==> config.mk <==
export PLATFORM = sky130hd
export DESIGN_NAME = kpe_ctrl
export DESIGN_NICKNAME = d
export VERILOG_FILES = /design/src/sv/k_permutation_enumerator_core_defines.svh /design/src/sv/kpe_pkg.sv /design/src/sv/kpe_ctrl.sv
export SDC_FILE = /design/constraint.sdc
export NUM_CORES = 1
export LEC_CHECK = 0
export BUFFER_PORTS_ARGS = -buffer_cell sky130_fd_sc_hd__buf_2
export CORE_AREA = 2 2 39 41
export DETAILED_ROUTE_END_ITERATION = 10
export DIE_AREA = 0 0 41 43
export PLACE_DENSITY = 0.55
export SLEW_MARGIN = 30
export SYNTH_ARGS = -nofsm -noshare
export SYNTH_HDL_FRONTEND = slang
export SYNTH_SLANG_ARGS = --single-unit
==> constraint.sdc <==
create_clock -name clock -period 4.5 [get_ports clock]
set_clock_uncertainty 0.2 [all_clocks]
set_input_delay 0.9 -clock clock [delete_from_list [all_inputs] [get_ports clock]]
set_output_delay 0.9 -clock clock [all_outputs]
set_load 0.1 [all_outputs]
==> src/sv/k_permutation_enumerator_core_defines.svh <==
// Assertion macros used by the k-permutation enumerator datapath.
`ifndef K_PERMUTATION_ENUMERATOR_CORE_DEFINES_SVH
`define K_PERMUTATION_ENUMERATOR_CORE_DEFINES_SVH

// Same-cycle implication, checked on the rising clock edge outside reset.
`define KPE_ASSERT_IMPLY(lbl, ante, cons, msg) \
   lbl: assert property (@(posedge clock) disable iff (reset) (ante) |-> (cons)) \
      else $error(msg);

// Next-cycle implication, checked on the rising clock edge outside reset.
`define KPE_ASSERT_NEXT(lbl, ante, cons, msg) \
   lbl: assert property (@(posedge clock) disable iff (reset) (ante) |=> (cons)) \
      else $error(msg);

`endif

==> src/sv/kpe_pkg.sv <==
// Shared types and constants for the k-permutation enumerator.
package kpe_pkg;

   localparam int LETTER_W    = 4;
   localparam int CFG_W       = 5;
   localparam int CSR_INDEX_W = 4;
   localparam int ARR_W       = 64;
   localparam int REQ_DATA_W  = 8;

   localparam logic [CSR_INDEX_W-1:0] REG_LETTERS   = 4'd0;
   localparam logic [CSR_INDEX_W-1:0] REG_POSITIONS = 4'd1;

   localparam logic [CFG_W-1:0] RESET_LETTERS   = 5'd4;
   localparam logic [CFG_W-1:0] RESET_POSITIONS = 5'd4;

   typedef struct packed {
      logic start;
      logic fill_step;
      logic back_init;
      logic back_step;
      logic set_finished;
      logic load_result;
      logic load_exhausted;
   } kpe_cmd_type;

   typedef struct packed {
      logic started;
      logic finished;
      logic bad_size;
      logic at_end;
      logic found;
      logic depth_zero;
      logic out_free;
   } kpe_status_type;

endpackage

==> src/sv/kpe_ctrl.sv <==
// Sequencing state machine for the k-permutation enumerator.
module kpe_ctrl (
   input  logic                   clock,
   input  logic                   reset,
   input  logic                   req_tvalid,
   output logic                   req_tready,
   input  logic                   restart,
   input  kpe_pkg::kpe_status_type status,
   output kpe_pkg::kpe_cmd_type    cmd
);

   localparam logic [2:0] ST_IDLE = 3'd0;
   localparam logic [2:0] ST_FILL = 3'd1;
   localparam logic [2:0] ST_BACK = 3'd2;
   localparam logic [2:0] ST_EMIT = 3'd3;
   localparam logic [2:0] ST_EXH  = 3'd4;

   logic [2:0] state_ff;
   logic [2:0] state_in;

   assign req_tready = (state_ff == ST_IDLE);

   always_comb begin
      state_in = state_ff;
      cmd      = '0;
      case (state_ff)
         ST_IDLE: begin
            if (req_tvalid) begin
               if (restart || !status.started) begin
                  cmd.start = 1'b1;
                  state_in  = status.bad_size ? ST_EXH : ST_FILL;
               end else if (status.finished) begin
                  state_in = ST_EXH;
               end else begin
                  cmd.back_init = 1'b1;
                  state_in      = ST_BACK;
               end
            end
         end
         ST_FILL: begin
            if (status.at_end) begin
               state_in = ST_EMIT;
            end else begin
               cmd.fill_step = 1'b1;
            end
         end
         ST_BACK: begin
            cmd.back_step = 1'b1;
            if (status.found) begin
               state_in = ST_FILL;
            end else if (status.depth_zero) begin
               cmd.set_finished = 1'b1;
               state_in         = ST_EXH;
            end
         end
         ST_EMIT: begin
            if (status.out_free) begin
               cmd.load_result = 1'b1;
               state_in        = ST_IDLE;
            end
         end
         ST_EXH: begin
            if (status.out_free) begin
               cmd.load_exhausted = 1'b1;
               state_in           = ST_IDLE;
            end
         end
         default: begin
            state_in = ST_IDLE;
         end
      endcase
   end

   always_ff @(posedge clock) begin
      if (reset) begin
         state_ff <= ST_IDLE;
      end else begin
         state_ff <= state_in;
      end
   end

endmodule

==> results_dict.tcl <==
set metrics [dict create \
    ys_seq_elements 3 \
    tritoncts "done" \
    cp.required_ps 3400 \
    grt_pass1_vias 280 \
    drt_wl_total_um 755 \
    rsz0062_at_grt "no" \
    post-route-period-util 0.657 \
    remaining_drc_errors 0 \
    cp_cell_sequence "buf_2 > and2b_1 > nor3b_2 > buf_2" \
    hold_viol 0 \
    syn-num-nets 51 \
    cpPeakStageDelay_ps 440 \
    gp_congestion 0.685 \
    synth_ff_type "dfxtp_1" \
    min_period_ps 2950 \
    ant_nets 0 \
    drtIter0Drc 8 \
    syn_inst 40 \
    async_flop_share 0 \
    hpwl_um 584 \
    cts_max_level 1 \
    postCtsHoldBufs 0 \
    hp-class "reg -> reg" \
    setup_viol 0 \
    tightest_slew_ps 488 \
    reg.largest.list "state_ff: 3 flops" \
    cpMostUsedCell "buf_2" \
    utilization 0.336 \
    arrival_ps 1850 \
    largest_reg_flops 3 \
    cts_made_buffers 3 \
    slew_headroom 0.677 \
    grt-ovfl-total 0 \
    antenna_found_initial 0 \
    p_leak_nw 0.220 \
    design.portCount 19 \
    die_x_um 41 \
    cts-root-buf "clkbuf_4" \
    grt_max_degree 12 \
    slowest_stage "buf_2" \
    maxSlewViolCount 0 \
    rows 14 \
    cts_resized 0 \
    clk_pin_slew_worst_paths_ps 30 \
    dieArea_sq_um 1760 \
    core-area_sq_um 1380 \
    via_per_inst 4.61 \
    final_cells 76 \
    area_growth_pct 40.4 \
    p_per_area_nw_per_um2 789 \
    yosys_warnings 0 \
    grt_pass1_wl_um 1150 \
    route.vias.total 350 \
    syn_area_sq_um 332 \
    cp-start-kind "primary input" \
    drtPass1Iterations 2 \
    wl_per_cell_um 9.93 \
    synth.distinct_cells 27 \
    fmax_ghz 0.338 \
    end_kind "output port" \
    die_y_um 43 \
    status "complete, no violations" \
    insertion_delay_ps 230 \
    whs_ps 442 \
    cts_sinks 3 \
    cap_viol_max_count 0 \
    critPathMaxFanout 5 \
    synth_seq_area_share 0.181 \
    fin_nets 72 \
    drive_gt1_frac 0.550 \
    track_usage 0.0962 \
    ir_worst_vdd_mv 0.608 \
    regMostFlops "state_ff" \
    cts_max_path_buffers 2 \
    io_buffer_count 18 \
    crit_type "in -> out" \
    start_util 0.240 \
    placed_cells 72 \
    synth_edf_count 0 \
    post_cts_buffers 0 \
    diodes 0 \
    tns_ps 0 \
    avgSynthCellArea_sq_um 8.29 \
    fillers 152 \
]
==> kinds of logic (layout without fill, tap and decap cells) <==
kind of cell,Yosys count,in the layout,synth area share
AND/OR/NAND/NOR,23,23,0.449
AO/OA/AOI/OAI,5,5,0.136
flip-flops,3,3,0.181
buffers and inverters,4,24,0.0793
multiplexers,5,5,0.155
==> stage by stage <==
stage               power, W  area [sq um]  worst slack [ps]
detailed placement  0.000322           439              1540
global route        0.000392           465              1460
finish              0.000367           465              1550
floorplan           0.000296           348               143
CTS                 0.000371           465              1540
global placement    0.000323           439              1570
==> placed cells by master (no fill, tap or decap), drive strengths merged, types with 2 or more instances in the layout <==
cell / netlist / final
and2b: 2 / 2
and3: 2 / 2
buf: 2 / 18
clkbuf: 0 / 4
dfxtp: 3 / 3
inv: 2 / 2
mux2i: 4 / 4
nand2: 3 / 3
nand2b: 2 / 2
nor2: 5 / 5
o21ai: 2 / 2
==> synthesized netlist by cell type, types with 2 or more instances <==
cell type | number | share of area
mux2i_1 | 4 | 0.12
inv_1 | 2 | 0.023
nand2_1 | 3 | 0.034
dfxtp_1 | 3 | 0.18
nor2_1 | 5 | 0.057
o21ai_0 | 2 | 0.030
==> layer usage <==
layer / GRT usage / vias up / wire (um)
met4: 0.0600 / 0 / 19
li1: - / 182 / -
met3: 0.0209 / 2 / 52
met2: 0.134 / 15 / 335
met5: 0 / - / 0
met1: 0.128 / 151 / 348
==> worst max-delay path, delay by kind of cell <==
kind          cells  cell delay, ps
simple gates      2             420
buf+inv           2             530
==> layout make-up <==
type                            instances  area [sq um]  area share
Timing Repair Buffer                   18          90.1       0.194
Inverter                                2          7.51      0.0161
Clock buffer                            4          26.3      0.0565
Multi-Input combinational cell         33           262       0.562
Tap cell                               16          20.0      0.0430
Sequential cell                         3          60.1       0.129
==> final timing paths <==
kind	start	end	slack [ps]	cells after the start
worst max-delay path	restart	cmd[4]	1550	4
worst min-delay path	state_ff[1]$_SDFFE_PP0P_	state_ff[1]$_SDFFE_PP0P_	440	2
worst max register to register	state_ff[1]$_SDFFE_PP0P_	state_ff[0]$_SDFFE_PP0P_	2780	4
worst min register to register	state_ff[1]$_SDFFE_PP0P_	state_ff[1]$_SDFFE_PP0P_	440	2
==> report_power, final <==
| part | total (W) | internal [W] | switching, W |
|---|---|---|---|
| Combinational | 0.000254 | 0.0000655 | 0.000189 |
| Sequential | 0.0000658 | 0.0000370 | 0.0000288 |
| Clock | 0.0000469 | 0.0000332 | 0.0000137 |
Power figures use the tool's default switching activity.
