<file path="src/sv/k_permutation_enumerator_core_defines.svh">
// Assertion macros used by the k-permutation enumerator datapath.
`ifndef K_PERMUTATION_ENUMERATOR_CORE_DEFINES_SVH
`define K_PERMUTATION_ENUMERATOR_CORE_DEFINES_SVH

// Same-cycle implication, checked on the rising clock edge outside reset.
`define KPE_ASSERT_IMPLY(lbl, ante, cons, msg) \
   lbl: assert property (@(posedge clock) disable iff (reset) (ante) |-> (cons)) \
      else $error(msg);

// Next-cycle implication, checked on the rising clock edge outside reset.
`define KPE_ASSERT_NEXT(lbl, ante, cons, msg) \
   lbl: assert property (@(posedge clock) disable iff (reset) (ante) |=> (cons)) \
      else $error(msg);

`endif

</file>
<file path="src/sv/kpe_pkg.sv">
// Shared types and constants for the k-permutation enumerator.
package kpe_pkg;

   localparam int LETTER_W    = 4;
   localparam int CFG_W       = 5;
   localparam int CSR_INDEX_W = 4;
   localparam int ARR_W       = 64;
   localparam int REQ_DATA_W  = 8;

   localparam logic [CSR_INDEX_W-1:0] REG_LETTERS   = 4'd0;
   localparam logic [CSR_INDEX_W-1:0] REG_POSITIONS = 4'd1;

   localparam logic [CFG_W-1:0] RESET_LETTERS   = 5'd4;
   localparam logic [CFG_W-1:0] RESET_POSITIONS = 5'd4;

   typedef struct packed {
      logic start;
      logic fill_step;
      logic back_init;
      logic back_step;
      logic set_finished;
      logic load_result;
      logic load_exhausted;
   } kpe_cmd_type;

   typedef struct packed {
      logic started;
      logic finished;
      logic bad_size;
      logic at_end;
      logic found;
      logic depth_zero;
      logic out_free;
   } kpe_status_type;

endpackage

</file>
<file path="src/sv/kpe_datapath.sv">
// Choice stack, letter mask, depth pointer, configuration and result register.
`include "k_permutation_enumerator_core_defines.svh"

module kpe_datapath #(
   parameter int MAX_LETTERS = 16
) (
   input  logic                                clock,
   input  logic                                reset,
   input  logic                                csr_valid,
   input  logic [kpe_pkg::CSR_INDEX_W-1:0]     csr_index,
   input  logic [kpe_pkg::CFG_W-1:0]           csr_data,
   input  kpe_pkg::kpe_cmd_type                cmd,
   output kpe_pkg::kpe_status_type             status,
   output logic                                rsp_tvalid,
   input  logic                                rsp_tready,
   output logic [kpe_pkg::ARR_W-1:0]           rsp_tdata,
   output logic                                rsp_tlast,
   output logic                                rsp_tuser
);

   localparam int DW = $clog2(MAX_LETTERS);
   localparam int LW = kpe_pkg::LETTER_W;
   localparam int CW = kpe_pkg::CFG_W;

   logic [CW-1:0]          letters_ff, letters_in;
   logic [CW-1:0]          positions_ff, positions_in;
   logic                   started_ff, started_in;
   logic                   finished_ff, finished_in;
   logic [MAX_LETTERS-1:0] mask_ff, mask_in;
   logic [CW-1:0]          depth_ff, depth_in;
   logic [LW-1:0]          stack_ff [MAX_LETTERS];
   logic                   rsp_valid_ff, rsp_valid_in;
   logic [kpe_pkg::ARR_W-1:0] rsp_arr_ff, rsp_arr_in;
   logic                   rsp_last_ff, rsp_last_in;
   logic                   rsp_exh_ff, rsp_exh_in;

   logic [CW-1:0]          m_eff;
   logic [LW-1:0]          cur_letter;
   logic [MAX_LETTERS-1:0] freed_mask;
   logic [MAX_LETTERS-1:0] base_mask;
   logic [MAX_LETTERS-1:0] cand;
   logic [LW-1:0]          pick;
   logic                   found;
   logic                   stack_we;
   logic [kpe_pkg::ARR_W-1:0] asm_arr;
   logic                   asm_last;

   assign m_eff = (letters_ff > CW'(MAX_LETTERS)) ? CW'(MAX_LETTERS) : letters_ff;
   assign cur_letter = stack_ff[depth_ff[DW-1:0]];
   assign freed_mask = mask_ff & ~(MAX_LETTERS'(1) << cur_letter);
   assign base_mask  = cmd.back_step ? freed_mask : mask_ff;

   always_comb begin
      pick = '0;
      for (int i = 0; i < MAX_LETTERS; i++) begin
         cand[i] = !base_mask[i] && (CW'(i) < m_eff) &&
                   (!cmd.back_step || (LW'(i) > cur_letter));
      end
      for (int i = MAX_LETTERS - 1; i >= 0; i--) begin
         if (cand[i]) begin
            pick = LW'(i);
         end
      end
      found = |cand;
   end

   always_comb begin
      asm_arr  = '0;
      asm_last = 1'b1;
      for (int i = 0; i < MAX_LETTERS; i++) begin
         if (CW'(i) < positions_ff) begin
            asm_arr[i*LW +: LW] = stack_ff[i];
            if ({1'b0, stack_ff[i]} != (m_eff - CW'(i + 1))) begin
               asm_last = 1'b0;
            end
         end
      end
   end

   assign stack_we = cmd.fill_step || (cmd.back_step && found);

   always_comb begin
      letters_in   = letters_ff;
      positions_in = positions_ff;
      started_in   = started_ff;
      finished_in  = finished_ff;
      mask_in      = mask_ff;
      depth_in     = depth_ff;
      if (csr_valid) begin
         if (csr_index == kpe_pkg::REG_LETTERS) begin
            letters_in  = csr_data;
            started_in  = 1'b0;
            finished_in = 1'b0;
         end else if (csr_index == kpe_pkg::REG_POSITIONS) begin
            positions_in = csr_data;
            started_in   = 1'b0;
            finished_in  = 1'b0;
         end
      end
      if (cmd.start) begin
         started_in  = 1'b1;
         finished_in = status.bad_size;
         mask_in     = '0;
         depth_in    = '0;
      end
      if (cmd.set_finished) begin
         finished_in = 1'b1;
      end
      if (cmd.back_init) begin
         depth_in = positions_ff - CW'(1);
      end
      if (cmd.fill_step) begin
         mask_in  = mask_ff | (MAX_LETTERS'(1) << pick);
         depth_in = depth_ff + CW'(1);
      end
      if (cmd.back_step) begin
         if (found) begin
            mask_in  = freed_mask | (MAX_LETTERS'(1) << pick);
            depth_in = depth_ff + CW'(1);
         end else begin
            mask_in = freed_mask;
            if (depth_ff != '0) begin
               depth_in = depth_ff - CW'(1);
            end
         end
      end
   end

   always_comb begin
      rsp_valid_in = rsp_valid_ff && !rsp_tready;
      rsp_arr_in   = rsp_arr_ff;
      rsp_last_in  = rsp_last_ff;
      rsp_exh_in   = rsp_exh_ff;
      if (cmd.load_result) begin
         rsp_valid_in = 1'b1;
         rsp_arr_in   = asm_arr;
         rsp_last_in  = asm_last;
         rsp_exh_in   = 1'b0;
      end else if (cmd.load_exhausted) begin
         rsp_valid_in = 1'b1;
         rsp_arr_in   = '0;
         rsp_last_in  = 1'b0;
         rsp_exh_in   = 1'b1;
      end
   end

   always_ff @(posedge clock) begin
      if (reset) begin
         letters_ff   <= kpe_pkg::RESET_LETTERS;
         positions_ff <= kpe_pkg::RESET_POSITIONS;
         started_ff   <= 1'b0;
         finished_ff  <= 1'b0;
         mask_ff      <= '0;
         depth_ff     <= '0;
         rsp_valid_ff <= 1'b0;
      end else begin
         letters_ff   <= letters_in;
         positions_ff <= positions_in;
         started_ff   <= started_in;
         finished_ff  <= finished_in;
         mask_ff      <= mask_in;
         depth_ff     <= depth_in;
         rsp_valid_ff <= rsp_valid_in;
      end
   end

   always_ff @(posedge clock) begin
      rsp_arr_ff  <= rsp_arr_in;
      rsp_last_ff <= rsp_last_in;
      rsp_exh_ff  <= rsp_exh_in;
      if (stack_we) begin
         stack_ff[depth_ff[DW-1:0]] <= pick;
      end
   end

   assign status.started    = started_ff;
   assign status.finished   = finished_ff;
   assign status.bad_size   = (positions_ff == '0) || (positions_ff > m_eff);
   assign status.at_end     = (depth_ff == positions_ff);
   assign status.found      = found;
   assign status.depth_zero = (depth_ff == '0);
   assign status.out_free   = !rsp_valid_ff || rsp_tready;

   assign rsp_tvalid = rsp_valid_ff;
   assign rsp_tdata  = rsp_arr_ff;
   assign rsp_tlast  = rsp_last_ff;
   assign rsp_tuser  = rsp_exh_ff;

   `KPE_ASSERT_IMPLY(a_fill_below_n, cmd.fill_step, depth_ff < positions_ff, "fill past end")
   `KPE_ASSERT_IMPLY(a_mask_depth, cmd.fill_step, $countones(mask_ff) == int'(depth_ff), "mask off")
   `KPE_ASSERT_IMPLY(a_result_complete, cmd.load_result, depth_ff == positions_ff, "early load")
   `KPE_ASSERT_NEXT(a_exh_beat, cmd.load_exhausted, rsp_tvalid && rsp_tuser, "no exhausted beat")
   `KPE_ASSERT_NEXT(a_exh_data, cmd.load_exhausted, (rsp_tdata == '0) && !rsp_tlast, "stale data")

endmodule

</file>
<file path="config.mk">
export PLATFORM = sky130hd
export DESIGN_NAME = kpe_datapath
export DESIGN_NICKNAME = d
export VERILOG_FILES = /design/src/sv/kpe_pkg.sv /design/src/sv/kpe_datapath.sv
export VERILOG_INCLUDE_DIRS = /design/src /design/src/sv
export SDC_FILE = /design/constraint.sdc
export NUM_CORES = 1
export LEC_CHECK = 0
export BUFFER_PORTS_ARGS = -buffer_cell sky130_fd_sc_hd__buf_2
export CORE_MARGIN = 5
export CORE_UTILIZATION = 40
export CTS_BUF_LIST = sky130_fd_sc_hd__clkbuf_2 sky130_fd_sc_hd__clkbuf_4 sky130_fd_sc_hd__clkbuf_8
export CTS_CLUSTER_DIAMETER = 120
export DETAILED_ROUTE_END_ITERATION = 6
export GPL_ROUTABILITY_DRIVEN = 0
export PLACE_DENSITY = 0.68
export SYNTH_ARGS = -nofsm -noshare
export SYNTH_HDL_FRONTEND = slang
export SYNTH_SLANG_ARGS = --single-unit
export TNS_END_PERCENT = 5
</file>
<file path="constraint.sdc">
create_clock -name clock -period 5.1 [get_ports clock]
set_input_delay 1.02 -clock clock [delete_from_list [all_inputs] [get_ports clock]]
set_output_delay 1.02 -clock clock [all_outputs]
set_load 0.01 [all_outputs]
</file>
==> impl_metrics.toml, run 1 <==
[cells_and_area]
seqCellArea_um2 = 4580
final_common_cell = "edfxtp_1"
fillCellCount = 2241
drive_gt1_share_pct = 18.7
multi_input_area_um2 = 4730
final_cell_mix = "edfxtp_1 (129), buf_2 (93), nand2_1 (82)"
syn_to_final_growth_pct = 12.0
nNetsFinal = 1083

[clock_network]
clk_path_buf_depth = 2
cts.sinks = 164
path_clk_slew_ns = 0.09
worstSkewPairLatency_ns = 0.47
htreeDepth = 4
cts_tree = "done"
cts_buffers = 17
root_buffer = "clkbuf_8"
post_cts_buffers = 0

[timing]
rsz0062_at_grt = "false"
hold_violations = 0
fmax_mhz = 202
maxSlewViolCount = 0
period_share_pct = 97.1
tns_ns = 0
finalSetupViolations = 0
period_needed_ns = 4.95
relSlewSlack_pct = 32.3
tightestPinTransition_ns = 1.02
skew_ns = 0.0266

[power_and_ir_drop]
p_leak_nw = 4.26
vdd_drop_max_mv = 0.165
total_power_mw = 3.36
power_density_nw_per_um2 = 307

[critical_path]
r2r_cells = 11
setup.worst_path.start_class = "flip-flop"
critPathMaxFanout = 14
r2r_end = "mask_ff[4]"
reg2reg_from = "depth_ff[1]"
cp.arrival_ns = 3.93
critPathKind = "reg -> out"
worstPathRequired_ns = 4.08
reg2reg_slack_ns = 0.43
endpoint_kind = "output port"
crit_path_start = "letters_ff[2]"
endpoint = "status[2]"

[global_route]
grt_overflow = 0
grt_start_max_net_pins = 36
grt_pass1_vias = 7719
antenna_found_initial = 1
grt_pass1_wl_mm = 45.8
grt_use_total_pct = 21.1

[die]
core_um2 = 24200
die_h_um = 166
die_w_um = 166
io_pins = 94
num_rows = 57
initial_core_util_pct = 40.4
die-area_um2 = 27600

[synth]
yosysSeqAreaShare_pct = 46.8
syn_nets = 1002
synth_area_um2 = 9770
synth_edf_count = 129
ys_ff_latch = 164
yosys_warnings = 0
syn_avg_cell_area_um2 = 10.2
async_flop_share_pct = 0
syn_inst = 955
yosys.cell_types.count = 80
synth_ff_type = "edfxtp_1"

[routing]
dr.pass1.iters = 6
antenna_left = 0
detail_route.wl_per_cell_um = 21.8
vias = 8233
drtIter0Drc = 1232
viasPerCell = 5.99
drc_errors = 0
totalWireLength_mm = 30.0

[min_path]
holdCritPathClass = "reg -> reg"

[run]
drv_cap = 0

[run_status]
outcome = "completed"

[placement]
port_buffers = 93
dp_hpwl_mm = 22.4
## stage by stage
| stage | util, % | cell area (um^2) | instances | hold slack [ns] | setup slack [ns] |
|---|---|---|---|---|---|
| after detailed placement | 43.5 | 10500 | 1341 | 0.456 | 0.478 |
| after global routing | 45.2 | 10900 | 1373 | 0.495 | 0.0386 |
| after CTS | 45.2 | 10900 | 1373 | 0.478 | 0.131 |
| after global placement | 43.5 | 10500 | 1341 | 0.449 | 0.608 |
| final | 45.3 | 10900 | 1374 | 0.474 | 0.148 |
| after floorplan | - | 9770 | 955 | 0.440 | 0.333 |
## worst min-delay path by stage
stage | end | cells after the start | start | slack (ns)
floorplan | mask_ff[3] | 2 | mask_ff[3] | 0.44
global placement | rsp_tuser | 2 | rsp_tuser | 0.45
detailed placement | rsp_tuser | 2 | rsp_tuser | 0.46
CTS | rsp_tuser | 2 | rsp_tuser | 0.48
global route | rsp_tuser | 2 | rsp_tuser | 0.50
finish | rsp_tuser | 2 | rsp_tuser | 0.47
## metal layers
metal	share of wire, %	global-route usage, %	vias up
li1	-	-	3661
met1	39	27.9	3900
met2	44	32.2	551
met3	12	6.88	121
met4	4.4	8.68	0
met5	0	0	-
## critical path, stage by stage (launching register included)
cell and delay (ns):
dfxtp_2 0.46, nor2b_1 0.20, inv_1 0.13, ha_1 0.25
a211o_1 0.31, a21o_1 0.20, a222oi_1 0.39, o21bai_1 0.11
a221oi_1 0.47, nand4bb_1 0.19, or4_4 0.56, buf_2 0.19
## synth_stat cells (4+ instances only)
| cell type | n | area (um^2) |
|---|---|---|
| o21a_1 | 11 | 82.6 |
| mux4_2 | 15 | 338 |
| a32o_1 | 4 | 40.0 |
| nand4_1 | 14 | 87.6 |
| inv_1 | 38 | 143 |
| nand2_1 | 82 | 308 |
| xnor2_1 | 47 | 412 |
| a31oi_1 | 14 | 87.6 |
| a21boi_0 | 7 | 52.6 |
| nand3_1 | 27 | 135 |
| nor2_1 | 81 | 304 |
| a21oi_1 | 38 | 190 |
| and3_1 | 20 | 125 |
| o22ai_1 | 10 | 62.6 |
| buf_2 | 5 | 25.0 |
| nand2b_1 | 7 | 43.8 |
| and2_1 | 40 | 250 |
| or2_2 | 4 | 25.0 |
| nor3_1 | 19 | 95.1 |
| buf_4 | 7 | 52.6 |
| clkbuf_1 | 36 | 135 |
| ha_1 | 27 | 338 |
| a22oi_1 | 4 | 30.0 |
| buf_6 | 6 | 67.6 |
| o21ai_0 | 55 | 275 |
| xor2_1 | 23 | 201 |
| a21o_1 | 11 | 82.6 |
| a211oi_1 | 11 | 82.6 |
| o221ai_1 | 5 | 43.8 |
| nor2b_1 | 11 | 68.8 |
| mux2_2 | 13 | 146 |
| or3_1 | 6 | 37.5 |
| dfxtp_1 | 35 | 701 |
| nor3b_1 | 4 | 30.0 |
| mux2i_1 | 13 | 130 |
| edfxtp_1 | 129 | 3870 |
| o31ai_1 | 7 | 52.6 |
## cell families (layout without fill, tap and decap cells)
kind of cell	count (synthesis)	after routing	share of synthesized area [%]
AO/OA/AOI/OAI	219	219	15.2
multiplexers	41	41	6.29
buffers and inverters	100	194	4.80
AND/OR/NAND/NOR	334	334	17.2
other	0	1	0
XOR/XNOR	70	70	6.28
flip-flops	164	164	46.8
adder cells (fa/ha/maj)	27	27	3.46
## sequential cells by signal, indices dropped and copies added (netlist names), 5 cells and up
| name | count |
|---|---|
| stack_ff | 64 |
| depth_ff | 5 |
| positions_ff | 5 |
| mask_ff | 16 |
| letters_ff | 5 |
| rsp_tdata | 64 |
## report_power, final
part           switching (mW)  internal, mW  total (mW)  leakage, nW
Sequential             0.0624          1.53        1.59         1.60
Combinational           0.502         0.276       0.778         2.45
Clock                   0.540         0.452       0.992        0.209
## timing repair
item / CTS / global route
endpoints found under the setup margin: 1 / 1
hold buffers: 0 / 0
cloned: 0 / 0
gates resized for setup: 1 / 1
## area by class of cell
cell class,count,area share [%]
sequential,164,41.8
timing repair buffer,120,6.11
clock buffer,17,2.14
inverter,42,1.44
antenna,1,0.0229
multi-input combinational,691,43.2
clock inverter,15,1.57
tap,324,3.70
(Power assumes the default switching activity.)
==> run 2: changes to the inputs <==
- GPL_TIMING_DRIVEN: unset -> 0
==> impl_metrics.toml, run 2 (synthesis gave the netlist of run 1 again) <==
[die]
io_pins = 94
die_h_um = 166
die-area_um2 = 27600
num_rows = 57
initial_core_util_pct = 40.4
core_um2 = 24200
die_w_um = 166

[routing]
drtIter0Drc = 1144
totalWireLength_mm = 31.0
drc_errors = 2
detail_route.wl_per_cell_um = 22.1
antenna_left = 0
viasPerCell = 5.89
vias = 8272
dr.pass1.iters = 7

[critical_path]
setup.worst_path.start_class = "primary input"
crit_buf_inv = 5
worstPathRequired_ns = 4.08
endpoint_kind = "output port"
crit_chain = "clkbuf_1 -> clkinvlp_4 -> o32a_1 -> nor2_1 -> a222oi_1 -> a21o_1 -> or4_4 -> buf_6 -> buf_4 -> buf_2"
path_delay_family = "buffers and inverters"
critPathKind = "in -> out"
slowest_delay_ns = 0.55
critPathMaxFanout = 10
crit_slowest_cell = "o32a_1"
cp.arrival_ns = 4.07

[global_route]
grt_pass1_wl_mm = 46.8
grt_pass1_vias = 7926
grt_use_total_pct = 21.8
grt_overflow = 0
antenna_found_initial = 0
grt_start_max_net_pins = 47

[clock_network]
root_buffer = "clkbuf_8"
cts.sinks = 164
cts_hold_buf = 0
cts_buffers = 17
path_clk_slew_ns = 0.08
cts_tree = "done"
worstSkewPairLatency_ns = 0.48
clk_path_buf_depth = 2
htreeDepth = 4

[placement]
dp_hpwl_mm = 23.6
port_buffers = 91
placed_area_um2 = 10700
dp.cells = 1374

[timing]
tightestPinTransition_ns = 0.995
skew_ns = 0.0206
period_needed_ns = 5.09
finalSetupViolations = 0
relSlewSlack_pct = 33.7
fmax_mhz = 197
maxSlewViolCount = 0
hold_violations = 0
rsz0062_at_grt = "true"
tns_ns = 0
period_share_pct = 99.7

[power_and_ir_drop]
power_density_nw_per_um2 = 305
total_power_mw = 3.43
p_leak_nw = 4.35
vdd_drop_max_mv = 0.143

[cells_and_area]
n_antenna_cell = 0
drive_gt1_share_pct = 20.1
final_common_cell = "edfxtp_1"
final_cell_mix = "edfxtp_1 (129), buf_2 (95), nand2_1 (81)"
syn_to_final_growth_pct = 15.2
nNetsFinal = 1114
fin_area_um2 = 11300
final_util_pct = 46.5
final_cells = 1404

[run]
drv_cap = 0

[min_path]
holdCritPathClass = "reg -> reg"

[run_status]
outcome = "finished, violations left"
violations = "design-rule violations"
==> run 2: path summary, 6_finish.rpt <==
kind,start,end,slack [ns],cells after the start
min,rsp_tuser,rsp_tuser,0.48,2
max,cmd[3],status[2],0.01,10
max reg2reg,letters_ff[4],stack_ff[0][1],0.48,13
min reg2reg,rsp_tuser,rsp_tuser,0.48,2
==> run 2: metrics by stage <==
step / setup slack (ns) / hold WS, ns
after floorplan: 0.333 / 0.440
after global placement: -1.46 / 0.451
after detailed placement: -0.949 / 0.469
after CTS: 0.0424 / 0.489
after global routing: -0.0621 / 0.512
final: 0.0131 / 0.476
==> run 2: tightest hold or removal path, stage by stage (launching register included) <==
cell and delay (ns):
dfxtp_1 0.33, nor2_1 0.05, nor2_1 0.07
==> run 2: routing by layer <==
layer | global-route usage (%) | wire [um] | vias up
li1 | - | - | 3743
met1 | 27.6 | 12000 | 3840
met2 | 34.5 | 14000 | 573
met3 | 6.02 | 3410 | 116
met4 | 10.8 | 1590 | 0
met5 | 0 | 0 | -
==> run 2: layout make-up <==
class / count / area [um^2]
timing repair buffer: 97 / 536
tap: 324 / 405
clock inverter: 15 / 184
sequential: 164 / 4580
inverter: 42 / 165
clock buffer: 17 / 234
fill: 2205 / 12900
multi-input combinational: 691 / 4810
buffer: 54 / 342
==> run 2: report_power, final <==
part | switching, mW | total (mW) | internal [mW]
combinational | 0.549 | 0.868 | 0.319
clock | 0.537 | 0.993 | 0.456
sequential | 0.0429 | 1.57 | 1.53
total | 1.13 | 3.43 | 2.30
==> run 2: what timing repair did <==
action	4_1_cts	5_1_grt
buffers inserted	1	1
pin swaps	0	1
setup endpoints to repair	91	22
hold endpoints to repair	0	0
resized for setup	30	11
